File: src/locl_pkg.sv
// Shared types and constants for the loose octree cell locator.
`default_nettype none
package locl_pkg;

    localparam int DEF_MAX_DEPTH  = 8;
    localparam int DEF_COORD_BITS = 32;

    localparam int DEPTH_BITS   = 4;
    localparam int PATH_BITS    = 24;
    localparam int PATH_LEVELS  = PATH_BITS / 3;
    localparam int LIMIT_BITS   = 4;
    localparam int CFG_IDX_BITS = 3;

    // Root bounds after reset: +/-1000.0 in Q16.16
    localparam longint ROOT_MIN_RESET = -64'sd65536000;
    localparam longint ROOT_MAX_RESET = 64'sd65536000;
    localparam int     LIMIT_RESET    = 8;

    typedef enum logic [CFG_IDX_BITS-1:0] {
        REG_ROOT_MIN_X = 3'd0,
        REG_ROOT_MIN_Y = 3'd1,
        REG_ROOT_MIN_Z = 3'd2,
        REG_ROOT_MAX_X = 3'd3,
        REG_ROOT_MAX_Y = 3'd4,
        REG_ROOT_MAX_Z = 3'd5,
        REG_DEPTH_LIMIT = 3'd6
    } t_cfg_reg;

    // Per-request control that travels down the chain
    typedef struct packed {
        logic valid;
        logic settled;
    } t_ctl;

endpackage
`default_nettype wire

File: src/locl_root_gate.sv
// Root culling check: decides whether a request may leave the root at all.
`default_nettype none
module locl_root_gate #(
    parameter int COORD_BITS = locl_pkg::DEF_COORD_BITS
) (
    input  wire logic                         i_clk,
    input  wire logic                         i_rst_n,
    input  wire logic                         i_valid,
    input  wire logic                         i_is_occludee,
    input  wire logic signed [COORD_BITS-1:0] i_bmin [3],
    input  wire logic signed [COORD_BITS-1:0] i_bmax [3],
    input  wire logic signed [COORD_BITS-1:0] i_root_lo [3],
    input  wire logic signed [COORD_BITS-1:0] i_root_hi [3],
    output locl_pkg::t_ctl                    o_ctl,
    output logic signed [COORD_BITS-1:0]      o_bmin [3],
    output logic signed [COORD_BITS-1:0]      o_bmax [3],
    output logic signed [COORD_BITS-1:0]      o_lo [3],
    output logic signed [COORD_BITS-1:0]      o_hi [3]
);
    import locl_pkg::*;

    localparam int W = COORD_BITS + 3;
    localparam int X = W - COORD_BITS;

    logic [2:0] in_cull;
    t_ctl       r_ctl;
    t_ctl       n_ctl;

    for (genvar a = 0; a < 3; a++) begin : g_axis
        logic signed [W-1:0] bmin_w, bmax_w, lo_w, hi_w, half, clo, chi;
        assign bmin_w = {{X{i_bmin[a][COORD_BITS-1]}}, i_bmin[a]};
        assign bmax_w = {{X{i_bmax[a][COORD_BITS-1]}}, i_bmax[a]};
        assign lo_w   = {{X{i_root_lo[a][COORD_BITS-1]}}, i_root_lo[a]};
        assign hi_w   = {{X{i_root_hi[a][COORD_BITS-1]}}, i_root_hi[a]};
        assign half   = (hi_w - lo_w) >>> 1;
        assign clo    = lo_w - half;
        assign chi    = hi_w + half;
        assign in_cull[a] = (bmin_w >= clo) && (bmin_w <= chi)
                         && (bmax_w >= clo) && (bmax_w <= chi);
    end

    always_comb begin
        n_ctl.valid   = i_valid;
        // Keep at the root unless an occludee fully inside the culling box
        n_ctl.settled = !(i_is_occludee && (&in_cull));
    end

    always_ff @(posedge i_clk) begin
        if (!i_rst_n) begin
            r_ctl <= '0;
        end else begin
            r_ctl <= n_ctl;
        end
    end

    always_ff @(posedge i_clk) begin
        o_bmin <= i_bmin;
        o_bmax <= i_bmax;
        o_lo   <= i_root_lo;
        o_hi   <= i_root_hi;
    end

    assign o_ctl = r_ctl;

endmodule
`default_nettype wire

File: config.mk
export PLATFORM = sky130hd
export DESIGN_NAME = locl_root_gate
export DESIGN_NICKNAME = d
export VERILOG_FILES = /design/src/locl_pkg.sv /design/src/locl_root_gate.sv
export SDC_FILE = /design/constraint.sdc
export NUM_CORES = 1
export LEC_CHECK = 0
export BUFFER_PORTS_ARGS = -buffer_cell sky130_fd_sc_hd__clkbuf_2
export CAP_MARGIN = 20
export CORE_AREA = 2 2 302 304
export DETAILED_ROUTE_END_ITERATION = 7
export DIE_AREA = 0 0 304 306
export PLACE_DENSITY = 0.56
export SLEW_MARGIN = 15
export SYNTH_ARGS = -nofsm -noshare
export SYNTH_HDL_FRONTEND = slang
export SYNTH_SLANG_ARGS = --single-unit
File: constraint.sdc
create_clock -name i_clk -period 14.9 [get_ports i_clk]
set_input_delay 2.98 -clock i_clk [delete_from_list [all_inputs] [get_ports i_clk]]
set_output_delay 2.98 -clock i_clk [all_outputs]
set_load 0.01 [all_outputs]
==> flow_metrics.py <==
metrics = {
    "pwr": {
        "leakage_nw": 19.3,
        "p_per_area_nw_per_um2": 141,
        "finalPower_mw": 5.31,
        "vdd_drop_max_uv": 93.5,
    },
    "clock_network": {
        "htreeDepth": 2,
        "clkSlewWorstSetupHoldPaths_ps": 70,
        "cts-hold-fix-buffers": 0,
        "numCtsBuffers": 40,
        "cts_resized": 0,
        "clock_path_buffers": 3,
        "cts_tree": "built",
        "root_buffer": "clkbuf_16",
        "clkSinkCount": 386,
        "post-cts-setup-buffers": 0,
    },
    "place": {
        "dp.cells": 5421,
        "place_congestion": 0.942,
        "post_dp_cell_area_sq_um": 36200,
        "port_buffers": 773,
        "dp_worst_setup_slack_ps": 3350,
        "place_hpwl_mm": 96.7,
    },
    "synth": {
        "synth_fp_nets": 4516,
        "ys_seq_elements": 386,
        "synthTopCellsByArea": "ha_1 (26%), dfxtp_1 (25%), a21oi_1 (4.5%), a21o_1 (4.2%), xnor2_1 (4.0%)",
        "syn_avg_cell_area_sq_um": 8.88,
        "netlist_area_sq_um": 30900,
        "synth_edf_count": 0,
        "yosysWarnings": 0,
        "synth-main-ff-cell": "dfxtp_1",
        "synth_top_area_share_pct": 26.0,
        "synthArstFlopShare_pct": 0,
        "synth_cells": 3478,
        "ys_types": 103,
        "synth.yosys.seq_area_share_pct": 25.0,
        "synth_largest_area_cell": "ha_1",
    },
    "routing": {
        "firstDrtPassIters": 5,
        "drt_iter0_drc": 1643,
        "dr_total_vias": 28400,
        "wl_mm": 110,
        "wl_per_cell_um": 20.0,
        "ant_nets": 0,
        "drc": 0,
        "vias_per_cell": 5.16,
    },
    "setup_path": {
        "crit_path_max_incr_delay_ps": 820,
        "critPathMaxFanout": 5,
        "critical_path_class": "in2reg",
        "start_kind": "primary input",
        "crit_required_ps": 15390,
        "end_kind": "register",
        "cpMaxStageDelayCell": "a2111oi_0",
        "worstPathArrival_ps": 11320,
    },
    "flow_run": {
        "cap_violations": 0,
    },
    "floorplan": {
        "die_area_sq_um": 93000,
        "design.core.area_sq_um": 89600,
        "io_pins": 774,
        "start_util_pct": 34.5,
        "num_rows": 110,
        "die_x_um": 304,
        "die_h_um": 306,
    },
    "hold_path": {
        "hp-class": "in2reg",
    },
    "cells_and_area": {
        "drive_gt1_share_pct": 20.8,
        "fin_cells": 5493,
        "fin_util_pct": 41.9,
        "final_nets": 5325,
        "area_growth_pct": 21.5,
        "post-route-cell-area_sq_um": 37500,
    },
    "timing": {
        "grt_setup_unrepaired": "no",
        "clock.fmax_ghz": 0.0924,
        "setup_viol": 0,
        "fin_crit_ps": 10830,
        "timing.setup.tns_ps": 0,
        "whs_ps": 2500,
        "finalHoldViolCount": 0,
        "setup_ws_ps": 4070,
        "finalMaxSlewViolations": 0,
        "min_period_over_period_pct": 72.7,
        "tightest_slew_ps": 998,
        "worst_slew_margin_rel_pct": 32.8,
    },
    "grt": {
        "grt_pass1_vias": 27600,
        "grt_pass1_wl_mm": 164,
        "grt_usage_pct": 22.8,
        "grt_max_degree": 15,
        "antenna_found_initial": 7,
        "grt_remaining_overflow": 0,
    },
    "run_status": {
        "status": "complete, no violations",
    },
}
report_power, final:
part | switching (mW) | internal [mW]
logic | 1.84 | 1.33
clock network | 0.439 | 0.589
registers | 0.0153 | 1.09
total | 2.30 | 3.01
synthesized netlist by cell type, types with 7 or more instances:
master	number
a21boi_0	20
dfxtp_1	386
o311ai_0	9
o31ai_1	21
a31o_2	10
nor4_1	16
and4_1	7
nor2_1	173
nor3_1	70
fa_1	9
o211a_1	9
mux2i_1	7
o21a_1	51
o211ai_1	31
nand2b_1	58
o21bai_1	47
o21ai_1	8
nand4_1	66
o31a_1	8
a211o_1	9
o21ai_0	154
nor3b_1	11
a31oi_1	33
or2_2	10
ha_1	641
a21oi_1	279
or3_1	27
a21o_1	173
maj3_1	14
and3_1	36
nand2_1	155
inv_1	307
xnor2_1	141
nand3_1	81
a211oi_1	38
a2111oi_0	13
xor2_1	120
and2_1	21
nor2b_1	67
a221o_1	7
area by class of cell:
type / instances / area, sq um
diodes: 4 / 10.0
clock buffers: 54 / 1140
clock inverters: 14 / 174
fillers: 9025 / 52100
inverters: 307 / 1150
multi-input cells: 2779 / 22000
flip-flops and latches: 386 / 7730
well taps: 1176 / 1470
repair buffers: 773 / 3870
worst max-delay path: cells and delay by family:
family	cells	cell delay [ps]
AOI/OAI and AO/OA	26	5700
and+or+nand+nor	6	1170
adders and majority gates	3	920
buffers and inverters	4	360
xor gates and xnor gates	1	170
state kept, by name, summed over array words and instances (netlist names):
signal / count
o_bmax: 96
o_bmin: 96
o_ctl: 2
o_hi: 96
o_lo: 96
layer usage:
| metal | up-vias | GRT usage, % | wire length (um) |
|---|---|---|---|
| li1 | 14400 | - | - |
| met1 | 13000 | 29.9 | 49800 |
| met2 | 816 | 38.6 | 51300 |
| met3 | 131 | 3.36 | 5760 |
| met4 | 4 | 6.87 | 3170 |
| met5 | - | 0 | 23 |
path summary, 6_finish.rpt:
| path | startpoint | end | slack (ps) | cells past startpoint |
|---|---|---|---|---|
| min | i_root_lo[20] | o_lo[20] | 2500 | 1 |
| max | i_root_lo[65] | o_ctl[0] | 4070 | 40 |
cells in the final DEF (no fill, tap or decap), drive strengths merged, types with 18 or more instances in the layout:
master / instances
or3: 30
nand2: 155
xor2: 121
a31oi: 35
a21boi: 20
nor3: 72
nor2b: 67
and3: 37
and2: 24
nand3: 82
a21o: 176
nand2b: 58
clkbuf: 827
nor2: 173
o21bai: 47
a21oi: 281
a211oi: 41
xnor2: 141
o21ai: 165
a2111oi: 18
nand4: 66
o21a: 52
inv: 310
o211ai: 32
o31ai: 21
dfxtp: 386
ha: 641
logic make-up (layout without fill, tap and decap cells):
kind of cell    count (synthesis)  after routing  synth area share (%)
fa+ha+maj                     666            666                  27.1
compound gates               1002           1002                  21.9
other cells                     0              4                     0
xor+xnor                      264            264                  7.64
simple gates                  837            837                  14.1
buf+inv                       313           1148                  3.83
mux                            10             10                 0.348
flops                         386            386                  25.0
(Power assumes the default switching activity.)
